## config.mk

```make
export PLATFORM = sky130hd
export DESIGN_NAME = cv3_back
export DESIGN_NICKNAME = d
export VERILOG_FILES = /design/src/cv3_pkg.sv /design/src/cv3_back.sv
export SDC_FILE = /design/constraint.sdc
export NUM_CORES = 1
export LEC_CHECK = 0
export ABC_AREA = 1
export BUFFER_PORTS_ARGS = -buffer_cell sky130_fd_sc_hd__buf_2
export CAP_MARGIN = 30
export CORE_MARGIN = 2
export CORE_UTILIZATION = 25
export CTS_CLUSTER_DIAMETER = 100
export DETAILED_ROUTE_END_ITERATION = 16
export GPL_TIMING_DRIVEN = 0
export PLACE_DENSITY = 0.42
export SKIP_CTS_REPAIR_TIMING = 1
export SKIP_LAST_GASP = 1
export SLEW_MARGIN = 0
export SYNTH_ARGS = -nofsm -noshare
export SYNTH_HDL_FRONTEND = slang
export SYNTH_SLANG_ARGS = --single-unit
```

## constraint.sdc

```tcl
create_clock -name clk -period 24 [get_ports clk]
set_clock_uncertainty 0.05 [all_clocks]
set_input_delay 2.4 -clock clk [delete_from_list [all_inputs] [get_ports clk]]
set_output_delay 2.4 -clock clk [all_outputs]
set_load 0.01 [all_outputs]
```

## src/cv3_pkg.sv

```systemverilog
// ----------------------------------------------------------------------------
// cv3_pkg
// Shared types, constants and helpers of the 3x3 convolution filter.
// ----------------------------------------------------------------------------
package cv3_pkg;

  localparam int PIXEL_BITS     = 8;
  localparam int COEF_BITS      = 5;
  localparam int TAPS           = 3;
  localparam int WIN_TAPS       = TAPS * TAPS;
  localparam int MAX_HEIGHT     = 1024;
  localparam int MAX_WIDTH_DEF  = 1024;
  localparam int DIM_BITS       = 11;
  localparam int LEVEL_BITS     = 8;
  localparam int ROW_REG_BITS   = TAPS * COEF_BITS;
  localparam int CFG_DATA_BITS  = 15;
  localparam int CFG_INDEX_BITS = 3;
  localparam int ROW_BITS       = $clog2(MAX_HEIGHT + 2);
  localparam int PROD_BITS      = PIXEL_BITS + COEF_BITS + 1;
  localparam int SUM_BITS       = PROD_BITS + 4;
  localparam int MQ_DEPTH       = 4;
  localparam int MQ_COUNT_BITS  = $clog2(MQ_DEPTH + 1);
  localparam int OQ_DEPTH       = 4;
  localparam int OQ_COUNT_BITS  = $clog2(OQ_DEPTH + 1);

  // register indexes
  localparam logic [CFG_INDEX_BITS-1:0] REG_IMAGE_WIDTH  = 3'd0;
  localparam logic [CFG_INDEX_BITS-1:0] REG_IMAGE_HEIGHT = 3'd1;
  localparam logic [CFG_INDEX_BITS-1:0] REG_MAX_LEVEL    = 3'd2;
  localparam logic [CFG_INDEX_BITS-1:0] REG_COEF_TOP     = 3'd3;
  localparam logic [CFG_INDEX_BITS-1:0] REG_COEF_MID     = 3'd4;
  localparam logic [CFG_INDEX_BITS-1:0] REG_COEF_BOTTOM  = 3'd5;

  localparam logic [DIM_BITS-1:0]   WIDTH_RST  = 11'd640;
  localparam logic [DIM_BITS-1:0]   HEIGHT_RST = 11'd480;
  localparam logic [LEVEL_BITS-1:0] LEVEL_RST  = 8'd255;

  typedef struct packed {
    logic [PIXEL_BITS-1:0] pixel_in;
    logic                  flush;
  } pix_in_t;

  typedef struct packed {
    logic [PIXEL_BITS-1:0] pixel_out;
    logic                  frame_last;
  } pix_out_t;

  typedef struct packed {
    logic [DIM_BITS-1:0]                image_width;
    logic [DIM_BITS-1:0]                image_height;
    logic [LEVEL_BITS-1:0]              max_level;
    logic [TAPS-1:0][ROW_REG_BITS-1:0]  coef_row;   // index 0 is the top row
  } cfg_t;

  // one neighbourhood, row-major from top left, plus what the back end needs
  typedef struct packed {
    logic [WIN_TAPS-1:0][PIXEL_BITS-1:0] pix;
    logic                                border;
    logic                                last;
  } win_t;

  function automatic logic signed [COEF_BITS-1:0] coef_at(
    input logic [ROW_REG_BITS-1:0] row,
    input int                      pos
  );
    return row[pos*COEF_BITS +: COEF_BITS];
  endfunction

endpackage

```

## src/cv3_back.sv

```systemverilog
// ----------------------------------------------------------------------------
// cv3_back
// Kernel arithmetic: nine products, sum, magnitude and clamp, or the center
// pixel unchanged on a border.
// ----------------------------------------------------------------------------
module cv3_back (
  input  logic                               clk,
  input  logic                               rst,
  input  cv3_pkg::cfg_t                      cfg,
  input  logic                               win_empty,
  input  cv3_pkg::win_t                      win_data,
  output logic                               win_pop,
  input  logic [cv3_pkg::OQ_COUNT_BITS-1:0]  out_count,
  output logic                               out_push,
  output cv3_pkg::pix_out_t                  out_data
);

  import cv3_pkg::*;

  localparam int CENTER = 4;

  logic                        a_valid, a_border, a_last;
  logic [PIXEL_BITS-1:0]       a_center;
  logic signed [PROD_BITS-1:0] a_prod [WIN_TAPS];

  logic                        b_valid, b_border, b_last;
  logic [PIXEL_BITS-1:0]       b_center;
  logic signed [SUM_BITS-1:0]  b_sum, sum;
  logic [SUM_BITS-1:0]         mag;
  logic [OQ_COUNT_BITS:0]      in_flight;

  // room in the result queue for everything already in the pipeline
  assign in_flight = {1'b0, out_count} + (OQ_COUNT_BITS+1)'(a_valid)
                     + (OQ_COUNT_BITS+1)'(b_valid);
  assign win_pop   = !win_empty && (in_flight < (OQ_COUNT_BITS+1)'(OQ_DEPTH));

  for (genvar i = 0; i < WIN_TAPS; i++) begin : g_tap
    always_ff @(posedge clk) begin
      if (win_pop) begin
        a_prod[i] <= coef_at(cfg.coef_row[i / TAPS], i % TAPS)
                     * $signed({1'b0, win_data.pix[i]});
      end
    end
  end

  always_ff @(posedge clk) begin
    if (win_pop) begin
      a_border <= win_data.border;
      a_last   <= win_data.last;
      a_center <= win_data.pix[CENTER];
    end
  end

  always_comb begin
    sum = '0;
    for (int i = 0; i < WIN_TAPS; i++) begin
      sum = sum + SUM_BITS'(a_prod[i]);
    end
  end

  always_ff @(posedge clk) begin
    if (a_valid) begin
      b_sum    <= sum;
      b_border <= a_border;
      b_last   <= a_last;
      b_center <= a_center;
    end
  end

  always_ff @(posedge clk) begin
    if (rst) begin
      a_valid <= 1'b0;
      b_valid <= 1'b0;
    end else begin
      a_valid <= win_pop;
      b_valid <= a_valid;
    end
  end

  assign mag = b_sum[SUM_BITS-1] ? SUM_BITS'(-b_sum) : SUM_BITS'(b_sum);

  always_comb begin
    if (b_border) begin
      out_data.pixel_out = b_center;
    end else if (mag > SUM_BITS'(cfg.max_level)) begin
      out_data.pixel_out = cfg.max_level;
    end else begin
      out_data.pixel_out = mag[PIXEL_BITS-1:0];
    end
    out_data.frame_last = b_last;
  end

  assign out_push = b_valid;

endmodule

```

==> run_results.csv, run 1 <==
group,metric,value,unit
critical_path,cp_max_fo,9,
finish,antenna_cells,0,
yosys,avgSynthCellArea,8.61,um2
yosys,synth-edff-count,164,
detailed_routing,wl,51800,um
yosys,synth_top_family_by_area,"adder cells",
sta,slew_viol_final,0,
global_route,grt_max_degree,20,
global_route,grt_overflow_total,0,
critical_path,required,21.55,ns
detailed_routing,wl_per_cell,13.4,um
yosys,async_reset_ff_share,0,%
detailed_routing,drc,0,
yosys,synth_compound_area_share,4.32,%
yosys,seq_area_frac_synth,22.6,%
finish,area_growth_syn_to_layout,12.7,%
worst_hold_path,hp-class,"reg2reg",
sta,tightest_slew,0.838,ns
status,status,"finished, final reports clean",
yosys,synth-simple-area-share,13.6,%
cts,clk_pin_slew,0.07,ns
critical_path,worstSetupEndpointType,"output port",
yosys,synth_ff_type,"edfxtp_1",
pwr,irDropWorstVdd,0.198,mV
place,place_ws,17.44,ns
sta,setup_tns,0,ns
finish,fillers,9405,
sta,max_freq,152,MHz
finish,layout_commonest_cell,"inv_1",
place,portBuffers,107,
sta,hold_viol,0,
critical_path,reg2reg_depth,17,
global_route,grt_pass1_vias,15855,
global_route,grt_pass1_wl,85500,um
yosys,synth_mux_area_share,0,%
sta,relSlewSlack,43.8,%
worst_hold_path,min-delay-start,"a_last",
die,initial_core_util,25.3,%
critical_path,worstPathArrival,4.12,ns
die,chipWidth,300,um
finish,layout_common_cells,"inv_1, nand2_1, ha_1, fa_1, edfxtp_1",
cts,cts_tree,"built",
yosys,syn_area,22000,um2
die,die-area,90300,um2
critical_path,reg2reg_to,"b_sum[14]",
yosys,synth_seq_cells,166,
sta,setup_viol,0,
die,fp.coreArea,86900,um2
sta,setup_slack,17.43,ns
sta,rsz0062_at_grt,"no",
yosys,synth.net_count,3258,
global_route,antenna_found_initial,4,
cts,numCtsBuffers,17,
worst_hold_path,min_to,"b_last",
detailed_routing,viasPerCell,3.95,
finish,stdcell_count,3859,
run,drv_cap,0,
cts,root_buffer,"clkbuf_16",
finish,multiInputGateArea,13700,um2
worst_hold_path,holdPathStages,0,
pwr,p_per_area,123,nW/um2
yosys,synthXorXnorAreaFrac,3.95,%
cts,clock-sinks,166,
yosys,synth_fa_ha_area_share,40.7,%
sta,post-route-period-util,27.4,%
die,io_pins,166,
critical_path,crit_path_start_kind,"input pin",
detailed_routing,dr.pass1.iters,4,
place,dp_hpwl,45700,um
finish,drive_gt1_share,7.95,%
cts,clockBufferDepth,2,
critical_path,critPathKind,"in2out",
yosys,ys_types,41,
place,gp_congestion,0.806,
finish,final-seq-area,4960,um2
yosys,synthCells,2551,
yosys,yosysWarnings,0,
global_route,grtUsageTotal,12.1,%
die,die_y,300,um
finish,fin_nets,3398,
place,place_inst,3827,
die,num_rows,108,
detailed_routing,drt_iter0_markers,524,
critical_path,regToRegSetupSlack,19.38,ns
cts,htreeDepth,4,
sta,finalCriticalPeriod,6.57,ns
cts,worstSkewPairLatency,0.46,ns
critical_path,reg2reg_from,"a_prod[0][86]",
detailed_routing,ant_nets,0,
detailed_routing,vias,15236,
pwr,p_leak,13.7,nW
## through the flow
| stage | area, um2 | total power [mW] | util [%] | hold slack, ns |
|---|---|---|---|---|
| finish | 24800 | 3.04 | 28.5 | 0.370 |
| global placement | 24000 | 2.78 | 27.6 | 0.351 |
| detailed placement | 24100 | 2.78 | 27.8 | 0.355 |
| CTS | 24800 | 3.09 | 28.5 | 0.373 |
| floorplan | 22000 | 2.24 | - | 0.350 |
| global route | 24800 | 3.44 | 28.5 | 0.376 |
## flip-flops by register name (all words and copies together), names as in the netlist, 8 cells and up
| name | cells |
|---|---|
| a_prod | 126 |
| b_sum | 18 |
| a_center | 8 |
| b_center | 8 |
## routing by layer
layer / track usage, % / share of wire [%] / wire length, um
met5: 0 / 0.11 / 57
met4: 1.62 / 0.69 / 360
met3: 1.62 / 2.6 / 1340
met2: 21.3 / 50 / 25700
met1: 16.0 / 47 / 24400
## critical path, stage by stage
cell	delay (ns)
buf_2	0.08
inv_1	0.05
ha_1	0.30
nand2_1	0.10
nor2_1	0.06
nand2_1	0.06
nand3_1	0.07
nand2_1	0.06
nand2_1	0.04
nand2_1	0.07
nand2_1	0.12
nor2_8	0.18
nand3_4	0.13
nand2_1	0.08
nand3_1	0.11
nand2_1	0.08
buf_2	0.12
## kinds of logic after synthesis
| logic type | count (synthesis) |
|---|---|
| buffers and inverters | 866 |
| AOI/OAI and AO/OA | 167 |
| DFF | 166 |
| adders and majority gates | 552 |
| and+or+nand+nor | 701 |
| xor gates and xnor gates | 99 |
## final cells by class
type,count,share of cell area (%)
clock buffer,17,1.72
buffer,40,0.657
clock inverter,15,0.809
sequential,166,20.1
multi-input combinational,1519,55.5
timing repair buffer,121,2.87
inverter,826,12.5
tap,1155,5.84
## synthesized netlist by cell type (3+ instances only)
cell type | count | area [um2]
a21o_1 | 7 | 52.6
a21oi_1 | 90 | 450
a31oi_1 | 6 | 37.5
clkbuf_1 | 37 | 139
edfxtp_1 | 164 | 4920
fa_1 | 272 | 5450
ha_1 | 280 | 3500
inv_1 | 824 | 3090
nand2_1 | 477 | 1790
nand2_2 | 14 | 87.6
nand2_4 | 4 | 45.0
nand3_1 | 39 | 195
nand3b_1 | 4 | 30.0
nand4_1 | 12 | 75.1
nor2_1 | 101 | 379
nor2_2 | 6 | 37.5
nor2_8 | 3 | 60.1
nor3_1 | 11 | 55.1
o2111ai_1 | 10 | 87.6
o211ai_1 | 3 | 22.5
o21ai_0 | 34 | 170
o21bai_1 | 5 | 37.5
o31ai_1 | 5 | 37.5
or2_2 | 24 | 150
xnor2_1 | 32 | 280
xor2_1 | 67 | 587
## power breakdown
part           switching [mW]  internal, mW
clock network           0.141         0.151
logic                    1.32         0.882
registers              0.0424         0.512
total                    1.50          1.54
## how the worst max path moves through the flow
stage | startpoint | end | slack, ns
floorplan | out_count[0] | win_pop | 9.33
global placement | out_count[0] | win_pop | 2.56
detailed placement | cfg[50] | out_data[6] | 17.44
CTS | cfg[50] | out_data[6] | 17.44
global route | cfg[50] | out_data[5] | 17.24
finish | cfg[50] | out_data[6] | 17.43
No activity file was read; power rests on OpenSTA's default activity.
==> inputs of run 2 (changes only) <==
==> constraint.sdc (replaced) <==
create_clock -name clk -period 6.5 [get_ports clk]
set_clock_uncertainty 0.05 [all_clocks]
set_input_delay 0.65 -clock clk [delete_from_list [all_inputs] [get_ports clk]]
set_output_delay 0.65 -clock clk [all_outputs]
set_load 0.01 [all_outputs]
==> run_results.csv, run 2 (synthesis gave the netlist of run 1 again) <==
group,metric,value,unit
status,status,"finished, final reports clean",
run,drv_cap,0,
cts,worstSkewPairLatency,0.46,ns
finish,largest_register,"a_prod",
critical_path,required,6.65,ns
finish,largest_reg_flops,126,
critical_path,crit_slowest_cell,"fa_1",
critical_path,regToRegSetupSlack,1.88,ns
pwr,p_leak,13.7,nW
sta,finalCriticalPeriod,4.62,ns
worst_hold_path,hp-class,"in2reg",
cts,clock-sinks,166,
die,num_rows,108,
sta,setup_tns,0,ns
finish,drive_gt1_share,7.82,%
detailed_routing,drc,0,
cts,cts_tree,"built",
critical_path,reg2reg_to,"b_sum[14]",
sta,post-route-period-util,71.1,%
critical_path,critPathKind,"reg2reg",
cts,clockBufferDepth,2,
detailed_routing,ant_nets,0,
critical_path,crit_start,"a_prod[0][86]",
sta,rsz0062_at_grt,"no",
sta,relSlewSlack,48.8,%
cts,root_buffer,"clkbuf_16",
critical_path,worstPathArrival,4.77,ns
die,initial_core_util,25.3,%
critical_path,reg2reg_depth,17,
die,chipWidth,300,um
global_route,grt_pass1_vias,16064,
critical_path,cp_num_cells,17,
critical_path,endpoint,"b_sum[14]",
detailed_routing,viasPerCell,3.95,
critical_path,cp_num_buf_inv,3,
die,die_y,300,um
finish,layout_commonest_cell,"inv_1",
global_route,grt_overflow_total,0,
finish,area_growth_syn_to_layout,12.8,%
place,dp_hpwl,45600,um
detailed_routing,wl,52100,um
die,fp.coreArea,86900,um2
cts,clk_pin_slew,0.09,ns
sta,hold_slack,0.317,ns
finish,fin_nets,3393,
global_route,grt_max_degree,31,
sta,slew_viol_final,0,
global_route,grtUsageTotal,12.2,%
global_route,grt_pass1_wl,86500,um
critical_path,cp_common_cell,"fa_1",
pwr,p_per_area,455,nW/um2
place,portBuffers,107,
critical_path,worstSetupEndpointType,"register",
die,die-area,90300,um2
finish,layout_common_cells,"inv_1, nand2_1, ha_1, fa_1, edfxtp_1",
finish,top_regs,"a_prod (126), b_sum (18)",
detailed_routing,vias,15240,
critical_path,slowest_delay,0.64,ns
critical_path,cp_max_fo,3,
place,gp_congestion,0.806,
sta,tightest_slew,0.767,ns
critical_path,crit_chain,"fa_1 > fa_1 > fa_1 > inv_1 > fa_1 > inv_1 > ha_1 > inv_1 > fa_1 > o21ai_1 > nand2_1 > nand3b_1 > nand2_1 > nand2_1 > a21boi_1 > o211ai_1 > nand2_1",
critical_path,reg2reg_from,"a_prod[0][86]",
cts,numCtsBuffers,17,
worst_hold_path,min-delay-start,"rst",
die,io_pins,166,
detailed_routing,wl_per_cell,13.5,um
sta,hold_viol,0,
sta,setup_viol,0,
cts,htreeDepth,4,
critical_path,crit_path_start_kind,"register",
detailed_routing,drt_iter0_markers,529,
detailed_routing,dr.pass1.iters,4,
critical_path,critPathTopFamily,"adder cells",
pwr,irDropWorstVdd,0.731,mV
global_route,antenna_found_initial,4,
sta,max_freq,216,MHz
==> run 2: cell types whose count changed in the layout (fill, tap and decap cells not counted), sizes merged <==
cell | before | now
buf | 124 | 119
inv | 832 | 831
diode | 0 | 1
clkinv | 6 | 10
bufinv | 1 | 0
clkinvlp | 2 | 0
==> run 2: layout make-up <==
cell class	count	area (um2)
tap	1155	1450
clock inverter	15	201
clock buffer	17	425
buffer	40	163
inverter	826	3100
multi-input combinational	1519	13800
sequential	166	4970
timing repair buffer	116	721
fill	9378	62100
antenna	1	2.50
==> run 2: worst register-to-register path, stage by stage, from the launching register on <==
cell	delay [ns]
edfxtp_1	0.41
fa_1	0.64
fa_1	0.49
fa_1	0.56
inv_1	0.05
fa_1	0.42
inv_1	0.06
ha_1	0.17
inv_1	0.07
fa_1	0.46
o21ai_1	0.23
nand2_1	0.08
nand3b_1	0.16
nand2_1	0.07
nand2_1	0.09
a21boi_1	0.11
o211ai_1	0.17
nand2_1	0.07
==> run 2: layer usage <==
| metal | vias up | global-route usage, % | wire (um) |
|---|---|---|---|
| met5 | - | 0 | 43 |
| met4 | 6 | 2.06 | 460 |
| met3 | 35 | 1.55 | 1360 |
| met2 | 134 | 21.5 | 25700 |
| met1 | 7214 | 16.2 | 24500 |
| li1 | 7851 | - | - |
==> run 2: through the flow <==
| step | std cells | utilization, % | total power [mW] | worst slack (ns) | area [um2] |
|---|---|---|---|---|---|
| floorplan | 2551 | - | 8.27 | 1.46 | 22000 |
| global placement | 3813 | 27.6 | 10.3 | -1.06 | 24000 |
| detailed placement | 3822 | 27.8 | 10.3 | 1.77 | 24100 |
| CTS | 3854 | 28.5 | 11.4 | 1.86 | 24800 |
| global route | 3854 | 28.5 | 12.7 | 1.65 | 24800 |
| finish | 3855 | 28.5 | 11.3 | 1.88 | 24800 |
==> run 2: how the worst min path moves through the flow <==
stage | slack, ns | endpoint | depth (start not counted)
after CTS | 0.29 | a_valid | 2
after global routing | 0.30 | a_valid | 2
after detailed placement | 0.36 | b_center[4] | 0
after global placement | 0.35 | b_center[1] | 0
final | 0.32 | a_valid | 2
after floorplan | 0.35 | b_border | 0
==> run 2: report_power, final <==
group | leakage (nW) | internal, mW | total [mW] | switching [mW]
registers | 1.55 | 1.89 | 2.05 | 0.156
logic | 11.9 | 3.28 | 8.15 | 4.88
clock network | 0.302 | 0.529 | 1.07 | 0.544
total | 13.7 | 5.69 | 11.3 | 5.58
