`src/cv3_fifo.sv`:
```
// ----------------------------------------------------------------------------
// cv3_fifo
// Small register queue with occupancy count.
// ----------------------------------------------------------------------------
module cv3_fifo #(
  parameter int WIDTH = 8,
  parameter int DEPTH = 4
) (
  input  logic                       clk,
  input  logic                       rst,
  input  logic                       push,
  input  logic [WIDTH-1:0]           wdata,
  input  logic                       pop,
  output logic [WIDTH-1:0]           rdata,
  output logic                       empty,
  output logic [$clog2(DEPTH+1)-1:0] count
);

  localparam int PB = (DEPTH > 1) ? $clog2(DEPTH) : 1;
  localparam int CB = $clog2(DEPTH + 1);

  logic [WIDTH-1:0] mem [DEPTH];
  logic [PB-1:0]    wr_ptr, rd_ptr;
  logic [PB-1:0]    wr_ptr_next, rd_ptr_next;
  logic [CB-1:0]    count_next;
  logic             do_pop;

  assign empty  = (count == '0);
  assign do_pop = pop && !empty;
  assign rdata  = mem[rd_ptr];

  always_comb begin
    wr_ptr_next = wr_ptr;
    rd_ptr_next = rd_ptr;
    count_next  = count;
    if (push) begin
      wr_ptr_next = (wr_ptr == PB'(DEPTH - 1)) ? '0 : wr_ptr + PB'(1);
    end
    if (do_pop) begin
      rd_ptr_next = (rd_ptr == PB'(DEPTH - 1)) ? '0 : rd_ptr + PB'(1);
    end
    if (push && !do_pop) begin
      count_next = count + CB'(1);
    end else if (do_pop && !push) begin
      count_next = count - CB'(1);
    end
  end

  always_ff @(posedge clk) begin
    if (rst) begin
      wr_ptr <= '0;
      rd_ptr <= '0;
      count  <= '0;
    end else begin
      wr_ptr <= wr_ptr_next;
      rd_ptr <= rd_ptr_next;
      count  <= count_next;
    end
  end

  always_ff @(posedge clk) begin
    if (push) begin
      mem[wr_ptr] <= wdata;
    end
  end

endmodule

```
`config.mk`:
```
export PLATFORM = sky130hd
export DESIGN_NAME = cv3_fifo
export DESIGN_NICKNAME = d
export VERILOG_FILES = /design/src/cv3_fifo.sv
export SDC_FILE = /design/constraint.sdc
export NUM_CORES = 1
export LEC_CHECK = 0
export BUFFER_PORTS_ARGS = -buffer_cell sky130_fd_sc_hd__buf_2
export CORE_ASPECT_RATIO = 1.2
export CORE_MARGIN = 3
export CORE_UTILIZATION = 45
export DETAILED_ROUTE_END_ITERATION = 12
export GPL_ROUTABILITY_DRIVEN = 0
export PLACE_DENSITY = 0.7
export SYNTH_ARGS = -nofsm -noshare
export SYNTH_HDL_FRONTEND = slang
export SYNTH_SLANG_ARGS = --single-unit
```
`constraint.sdc`:
```
create_clock -name clk -period 5.3 [get_ports clk]
set_clock_uncertainty 0.05 [all_clocks]
set_input_delay 0.795 -clock clk [delete_from_list [all_inputs] [get_ports clk]]
set_output_delay 0.795 -clock clk [all_outputs]
set_load 0.01 [all_outputs]
```
==> results of run 1 <==
## final cells by class
| class | count | area, µm² | area share, % |
|---|---|---|---|
| clock buffers | 7 | 76.3 | 4.15 |
| flip-flops and latches | 41 | 1140 | 62.0 |
| multi-input cells | 39 | 440 | 23.9 |
| inverters | 4 | 15.0 | 0.816 |
| repair buffers | 23 | 115 | 6.26 |
| well taps | 37 | 46.3 | 2.52 |
| clock inverters | 1 | 5.00 | 0.272 |
## worst max-delay path: cells and delay by family, from the launching register on
family                 cells  cell delay [ns]
flip-flops                 1             0.66
multiplexers               1             0.58
buffers and inverters      1             0.15
## synth_stat cells
| library cell | number | area, µm² |
|---|---|---|
| edfxtp_1 | 32 | 961 |
| o21ai_0 | 1 | 5.00 |
| nand2_1 | 1 | 3.75 |
| mux4_2 | 8 | 180 |
| and2_1 | 4 | 25.0 |
| nor2_1 | 5 | 18.8 |
| or3_1 | 2 | 12.5 |
| fa_1 | 1 | 20.0 |
| xor2_1 | 2 | 17.5 |
| dfxtp_1 | 9 | 180 |
| a21oi_2 | 1 | 8.76 |
| nor3b_1 | 1 | 7.51 |
| mux2i_1 | 3 | 30.0 |
| o31ai_4 | 1 | 21.3 |
| clkbuf_1 | 1 | 3.75 |
| ha_1 | 6 | 75.1 |
| buf_4 | 1 | 7.51 |
| a21oi_1 | 2 | 10.0 |
| inv_1 | 4 | 15.0 |
| nor3_1 | 1 | 5.00 |
## registers in the layout, summed over array words and instances, names as in the netlist, named ones only
signal	count
wr_ptr	2
count	3
mem	32
rd_ptr	2
## per-layer routing
layer,track usage (%),up-vias,share of wire [%]
li1,-,382,-
met1,15.0,393,41
met2,20.7,25,51
met3,5.41,7,6.3
met4,5.78,0,2.4
met5,0,-,0
## worst paths after layout
path	depth (start not counted)	to	slack, ns
min	2	rd_ptr[0]	0.45
max reg2reg	7	count[2]	3.26
max	2	rdata[7]	2.78
min reg2reg	2	rd_ptr[0]	0.45
## power by group through the flow
stage	Sequential [mW]	Clock (mW)	Combinational, mW
after CTS	0.415	0.194	0.163
after floorplan	0.404	0	0.126
after global placement	0.421	0	0.159
final	0.412	0.186	0.160
after detailed placement	0.422	0	0.162
after global routing	0.420	0.208	0.180
## cell families (layout without fill, tap and decap cells)
| family | Yosys count | count (layout) | share of synthesized area [%] |
|---|---|---|---|
| flops | 41 | 41 | 71.0 |
| compound gates | 5 | 5 | 2.80 |
| mux | 11 | 11 | 13.1 |
| buf+inv | 6 | 35 | 1.63 |
| xor+xnor | 2 | 2 | 1.09 |
| fa+ha+maj | 7 | 7 | 5.91 |
| simple gates | 14 | 14 | 4.51 |
==> results.tsv, run 1 <==
stage	metric	value	unit
outcome	status	completed	
layout	mostFrequentLayoutCell	edfxtp_1	
synth	synth_seq_area_share	71.0	%
synth	syn_inst	86	
synth	synth_fp_nets	105	
drt	first_pass_iters	4	
sta	period_minus_slack	2.52	ns
cts	cts_hold_buf	0	
sta	max_clock_freq	396	MHz
drt	route.detailed.drc	0	
placement	pre_cts_ws	2.95	ns
sta	worst_pin_slew	0.537	ns
sta	whs	0.450	ns
placement	hpwl	1.60	mm
drt	wl	2.31	mm
layout	fin_util	54.2	%
cts	clockRootBuffer	clkbuf_8	
synth	synth_cell_type_count	20	
global_routing	grt_max_degree	13	
global_routing	grt_usage	13.0	%
die	die_x	60.6	µm
setup_path	max_stage_delay	0.66	ns
setup_path	cp_cell_sequence	mux4_2 -> buf_2	
die	die_y	71.5	µm
placement	port_buffers	23	
sta	max-slew-margin-rel	64.1	%
setup_path	startpoint_type	flop	
pwr	intPower	0.557	mW
setup_path	crit_type	flop to output port	
pwr	fin_total_pwr	0.758	mW
pwr	powerDensity	412	nW/µm²
global_routing	grt_overflow	0	
global_routing	grt_antenna_before_repair	0	
cts	cts_tree	yes	
sta	finalMaxSlewViolations	0	
die	die-area	4330	µm²
layout	n_fill_cell	293	
die	core	3400	µm²
min_path	hold_class	flop to flop	
layout	instances_no_fill	152	
pwr	seqPwrFrac	54.4	%
layout	drive_gt1_share	33.9	%
placement	dpl-instance-area	1760	µm²
cts	cts_buffers	5	
global_routing	grt_pass1_vias	841	
job	drv_cap	0	
setup_path	cp-end-kind	output port	
drt	ant_nets	0	
layout	synthToLayoutAreaGrowth	14.4	%
pwr	leakagePower	0.684	nW
drt	drt-initial-drc-count	20	
synth	ys_warn_count	0	
pwr	p_clk_share	24.5	%
cts	clk_pin_slew	0.07	ns
layout	final_area	1840	µm²
sta	setup-tns-final	0	ns
sta	fin_ws	2.78	ns
drt	via_per_inst	5.31	
layout	antennaDiodeCount	0	
sta	finalHoldViolCount	0	
synth	synth_area_per_cell	18.7	µm²
placement	placed_cells	144	
die	start_util	47.3	%
pwr	switching_share	26.6	%
cts	clockBufferDepth	2	
die	num_rows	23	
layout	fin_nets	133	
setup_path	r2r_start	count[0]	
setup_path	crit_fanout	8	
pwr	vdd_drop_max	214	µV
cts	postCtsSetupRepairBufs	0	
drt	num_vias	807	
cts	clock_latency	0.28	ns
sta	post-route-period-util	47.6	%
synth	netlist_area	1610	µm²
sta	rsz0062_at_grt	false	
die	pin_count	24	
synth	ys_seq_elements	41	
setup_path	slowest_stage	dfxtp_1	
cts	ctsResizeCount	0	
global_routing	grt_pass1_wl	3.91	mm
cts	htreeDepth	2	
sta	setup_viol	0	
min_path	hp-start	rd_ptr[0]	
drt	wl_per_cell	15.2	µm
cts	cts_sinks	41	
pwr	p_sw	0.201	mW
pwr	comb_power_share	21.1	%
layout	layout_common_cells	edfxtp_1, buf_2, dfxtp_1, mux4_2, ha_1	
setup_path	crit_required	4.45	ns
setup_path	cp.arrival	1.68	ns
Note: power is estimated with default switching activity, not from simulation.
==> run 2: changes to the inputs <==
PLACE_DENSITY = 0.73   (was 0.7)
clock period = 2.05 ns   (was 5.3 ns; I/O delays follow)
==> run 2 against run 1 <==
  * Global-route usage is 0.99 points higher
  * Core utilization is 2.9 points higher
  * Final area is 5.3% higher
  * Sequential power grew to 2.5 times the previous value
  * Critical endpoint is now count[2]
  * Largest cell class unchanged
==> results.tsv, run 2 (synthesis results as in run 1) <==
stage	metric	value	unit
die	core	3400	µm²
cts	cts_tree	yes	
sta	finalMaxSlewViolations	0	
placement	port_buffers	23	
cts	cts_sinks	41	
cts	cts_buffers	5	
sta	rsz0062_at_grt	false	
cts	htreeDepth	2	
drt	wl_per_cell	16.3	µm
layout	synthToLayoutAreaGrowth	20.5	%
setup_path	cpLargestDelayFamily	adder cells	
layout	reg_top3	mem x32, count x3	
setup_path	crit_fanout	5	
die	die-area	4330	µm²
die	pin_count	24	
global_routing	grt_antenna_before_repair	0	
sta	max_clock_freq	514	MHz
cts	clockRootBuffer	clkbuf_8	
drt	route.detailed.drc	0	
cts	clockBufferDepth	2	
die	start_util	47.3	%
drt	first_pass_iters	4	
drt	ant_nets	0	
drt	num_vias	844	
layout	n_fill_cell	278	
layout	instances_no_fill	156	
setup_path	max_stage_delay	0.37	ns
pwr	fin_total_pwr	2.31	mW
pwr	vdd_drop_max	520	µV
layout	drive_gt1_share	42.9	%
drt	drt-initial-drc-count	31	
drt	wl	2.55	mm
layout	fin_util	57.0	%
layout	largest_reg_flops	32	
layout	top_register	mem	
setup_path	cp.arrival	2.11	ns
cts	cts_hold_buf	0	
layout	mostFrequentLayoutCell	edfxtp_1	
global_routing	grt_overflow	0	
drt	via_per_inst	5.41	
job	drv_cap	0	
die	num_rows	23	
sta	period_minus_slack	1.95	ns
sta	setup-tns-final	0	ns
min_path	hold_class	primary input to flop	
layout	antennaDiodeCount	0	
global_routing	grt_max_degree	14	
sta	worst_pin_slew	0.436	ns
layout	layout_common_cells	edfxtp_1, buf_2, mux4_2, dfxtp_1	
global_routing	grt_pass1_wl	4.14	mm
sta	max-slew-margin-rel	70.9	%
layout	fin_nets	137	
cts	clock_latency	0.29	ns
setup_path	cp_cell_sequence	o31ai_4 -> ha_2 -> inv_1 -> fa_2 -> xor2_1 -> or3_1 -> a21oi_2	
placement	hpwl	1.83	mm
setup_path	slowest_stage	dfxtp_4	
die	die_y	71.5	µm
pwr	leakagePower	0.728	nW
setup_path	startpoint_type	flop	
outcome	status	completed	
setup_path	crit_required	2.22	ns
die	die_x	60.6	µm
global_routing	grt_usage	13.9	%
cts	clk_pin_slew	0.07	ns
pwr	powerDensity	1190	nW/µm²
sta	setup_viol	0	
global_routing	grt_pass1_vias	920	
setup_path	cp-end-kind	flop	
sta	post-route-period-util	94.9	%
sta	finalHoldViolCount	0	
setup_path	cp_num_buf_inv	1	
setup_path	crit_type	flop to flop	
placement	placed_cells	146	
run 2: final cells by class:
class                           instances  area (µm²)  share of cell area (%)
Tap cell                               37        46.3                    2.39
Sequential cell                        41        1150                    59.2
Clock inverter                          3        65.1                    3.36
Inverter                                4        15.0                   0.775
Multi-Input combinational cell         39         449                    23.2
Timing Repair Buffer                   27         145                    7.49
Clock buffer                            5        68.8                    3.55
run 2: what timing repair did:
action	in CTS	in global routing
gates cloned	0	0
endpoints found under the setup margin	1	1
buffers inserted	1	1
hold endpoints to repair	0	0
gates resized for setup	3	4
pin swaps	2	2
run 2: routing by layer:
| layer | track usage, % | vias to the layer above | wire length (µm) |
|---|---|---|---|
| li1 | - | 393 | - |
| met1 | 14.5 | 422 | 1010 |
| met2 | 23.4 | 25 | 1330 |
| met3 | 5.23 | 4 | 142 |
| met4 | 7.95 | 0 | 57 |
| met5 | 0 | - | 0 |
run 2: report_power, final:
part           switching [mW]  internal, mW  total, mW
sequential             0.0595         0.974       1.03
combinational           0.247         0.273      0.520
clock                   0.268         0.483      0.752
total                   0.575          1.73       2.31
run 2: stage by stage:
stage / area [µm²] / setup slack, ns / hold slack [ns]
detailed placement: 1770 / -0.129 / 0.449
finish: 1940 / 0.104 / 0.181
floorplan: 1610 / 0.0542 / 0.324
global placement: 1770 / 0.0618 / 0.431
CTS: 1920 / 0.0170 / 0.168
global route: 1940 / 0.0355 / 0.170
run 2: path summary, 6_finish.rpt:
kind	depth (start not counted)	from	to	slack [ns]
setup / recovery	7	count[2]	count[2]	0.10
hold / removal	1	wdata[7]	mem[2][7]	0.18
setup reg to reg	7	count[2]	count[2]	0.10
hold reg to reg	2	rd_ptr[0]	rd_ptr[0]	0.46
run 2: worst reg2reg max path, cell delays in order, from the launching register on:
cell	delay [ns]
dfxtp_4	0.37
o31ai_4	0.23
ha_2	0.22
inv_1	0.05
fa_2	0.33
xor2_1	0.16
or3_1	0.32
a21oi_2	0.14
==> run 3: changes to the inputs <==
BUFFER_PORTS_ARGS = not set   (was -buffer_cell sky130_fd_sc_hd__buf_2)
CORE_ASPECT_RATIO = 1.75   (was 1.2)
DONT_BUFFER_PORTS = 1   (was not set)
PLACE_DENSITY = 0.67   (was 0.73)
==> run 3 against run 2 <==
  * Final area fell by 5.7%
  * Global-route usage fell by 0.52 points
  * Critical path depth did not move
  * Non-clock buffer count fell by 20
  * Register-to-register slack got worse by 0.03 ns
  * Die area rose by 0.58%
  * Critical endpoint unchanged
  * Clock-buffer cell count rose by 2
  * Clock power fell by 18%
  * Worst setup slack got worse by 0.026 ns
  * Via count fell by 9.0%
==> results.tsv, run 3 (synthesis results as in run 1) <==
stage	metric	value	unit
die	start_util	47.3	%
job	drv_cap	0	
die	core	3400	µm²
layout	top_register	mem	
pwr	p_clk_share	29.4	%
min_path	whs_path_depth	1	
setup_path	slowest_stage	dfxtp_2	
setup_path	regToRegEndpoint	count[2]	
setup_path	max_stage_delay	0.34	ns
drt	top_layer	met4	
pwr	powerDensity	1140	nW/µm²
pwr	comb_power_share	21.9	%
die	num_rows	28	
drt	via_per_inst	5.33	
setup_path	regToRegSetupSlack	0.08	ns
cts	clockRootBuffer	clkbuf_8	
drt	wl_per_cell	17.0	µm
pwr	seqPwrFrac	48.7	%
global_routing	grt_antenna_before_repair	0	
die	die-area	4350	µm²
drt	wl_met3	220	µm
min_path	hold_class	primary input to flop	
pwr	p_sw	0.544	mW
sta	setup-tns-final	0	ns
sta	max-slew-margin-rel	70.8	%
layout	drive_gt1_share	28.3	%
sta	max_clock_freq	507	MHz
layout	largest_reg_flops	32	
pwr	intPower	1.54	mW
cts	clock_latency	0.29	ns
die	die_y	85.1	µm
setup_path	rr_worst_depth	7	
setup_path	r2r_start	count[1]	
layout	mostFrequentLayoutCell	edfxtp_1	
layout	fin_nets	117	
die	pin_count	24	
cts	cts_hold_buf	0	
outcome	status	completed	
sta	finalMaxSlewViolations	0	
global_routing	grt_overflow	0	
setup_path	crit_type	flop to flop	
drt	wl_met2	1.42	mm
setup_path	cp.arrival	2.14	ns
drt	first_pass_iters	4	
layout	antennaDiodeCount	0	
layout	layout_common_cells	edfxtp_1, mux4_2, dfxtp_1, buf_4, clkbuf_8	
sta	worst_pin_slew	0.438	ns
cts	cts_tree	yes	
pwr	leakagePower	0.637	nW
sta	period_minus_slack	1.97	ns
die	die_x	51.2	µm
pwr	vdd_drop_max	890	µV
drt	wl	2.45	mm
drt	ant_nets	0	
placement	hpwl	1.77	mm
cts	clk_pin_slew	0.08	ns
drt	num_vias	768	
setup_path	crit_fanout	2	
sta	whs	0.0203	ns
cts	cts_buffers	5	
placement	port_buffers	0	
global_routing	grt_max_degree	14	
pwr	switching_share	26.1	%
setup_path	cp-end-kind	flop	
sta	rsz0062_at_grt	false	
cts	clockBufferDepth	2	
drt	route.detailed.drc	0	
layout	reg_top3	mem x32, count x3	
min_path	hold_end	count[1]	
global_routing	grt_pass1_wl	4.00	mm
setup_path	crit_required	2.22	ns
drt	drt-initial-drc-count	12	
sta	post-route-period-util	96.2	%
cts	cts_sinks	41	
min_path	hp-start	rst	
setup_path	cp_cell_sequence	o31ai_4 -> ha_2 -> inv_1 -> fa_2 -> xor2_1 -> or3_1 -> a21oi_1	
sta	setup_viol	0	
global_routing	grt_usage	13.4	%
sta	finalHoldViolCount	0	
cts	htreeDepth	2	
global_routing	grt_pass1_vias	828	
setup_path	startpoint_type	flop	
layout	synthToLayoutAreaGrowth	13.6	%
drt	wl_met1	747	µm
[run 3: cell types whose count changed in the layout (fill, tap and decap cells not counted), sizes merged]
cell and change:
buf -20, bufinv -2, clkbuf +2, clkinv -1
clkinvlp +1
[run 3: cell type report]
| class | count | area [µm²] |
|---|---|---|
| multi-input combinational | 39 | 445 |
| sequential | 41 | 1140 |
| fill | 285 | 1570 |
| tap | 45 | 56.3 |
| clock buffer | 7 | 108 |
| inverter | 4 | 15.0 |
| timing repair buffer | 7 | 52.6 |
| clock inverter | 1 | 7.51 |
[run 3: worst max-delay path by stage]
stage / cells after the start / end / start / slack, ns
finish: 7 / count[2] / count[1] / 0.08
global route: 7 / count[2] / count[1] / 0.005
detailed placement: 7 / count[2] / count[2] / 0.008
global placement: 7 / count[2] / count[2] / 0.17
CTS: 7 / count[2] / count[2] / 0.004
floorplan: 7 / count[2] / count[0] / 0.05
[run 3: per-layer routing]
layer	GRT usage (%)	up-vias
met5	0	-
met4	7.84	0
met3	7.38	5
met2	23.7	21
met1	11.0	390
li1	-	352
[run 3: power by group through the flow]
stage                     Clock (mW)  Sequential (mW)  Combinational [mW]
after floorplan                    0             1.04               0.326
after global placement             0             1.03               0.423
after detailed placement           0             1.04               0.452
after CTS                      0.627             1.02               0.463
after global routing           0.657             1.03               0.505
final                          0.614             1.02               0.458
[run 3: critical path: cells and delay by family (launching register included)]
| kind | cells | cell delay [ns] |
|---|---|---|
| adder cells (fa/ha/maj) | 2 | 0.56 |
| XOR/XNOR | 1 | 0.17 |
| AND/OR/NAND/NOR | 1 | 0.32 |
| AO/OA/AOI/OAI | 2 | 0.42 |
| flip-flops | 1 | 0.34 |
| buffers and inverters | 1 | 0.05 |
[run 3: per-stage QoR]
step	total power [mW]	worst slack [ns]	cell area [µm²]	util, %	std cells
after floorplan	1.37	0.0542	1610	-	86
after global placement	1.45	0.165	1690	49.7	134
after detailed placement	1.49	0.00815	1690	49.7	134
after CTS	2.11	0.00401	1820	53.4	143
after global routing	2.19	0.00544	1830	53.8	144
final	2.09	0.0782	1830	53.8	144
[run 3: what timing repair did]
action,CTS,global route
pin swaps,1,2
setup endpoints to repair,1,1
gates resized for setup,1,2
buffers inserted,1,1
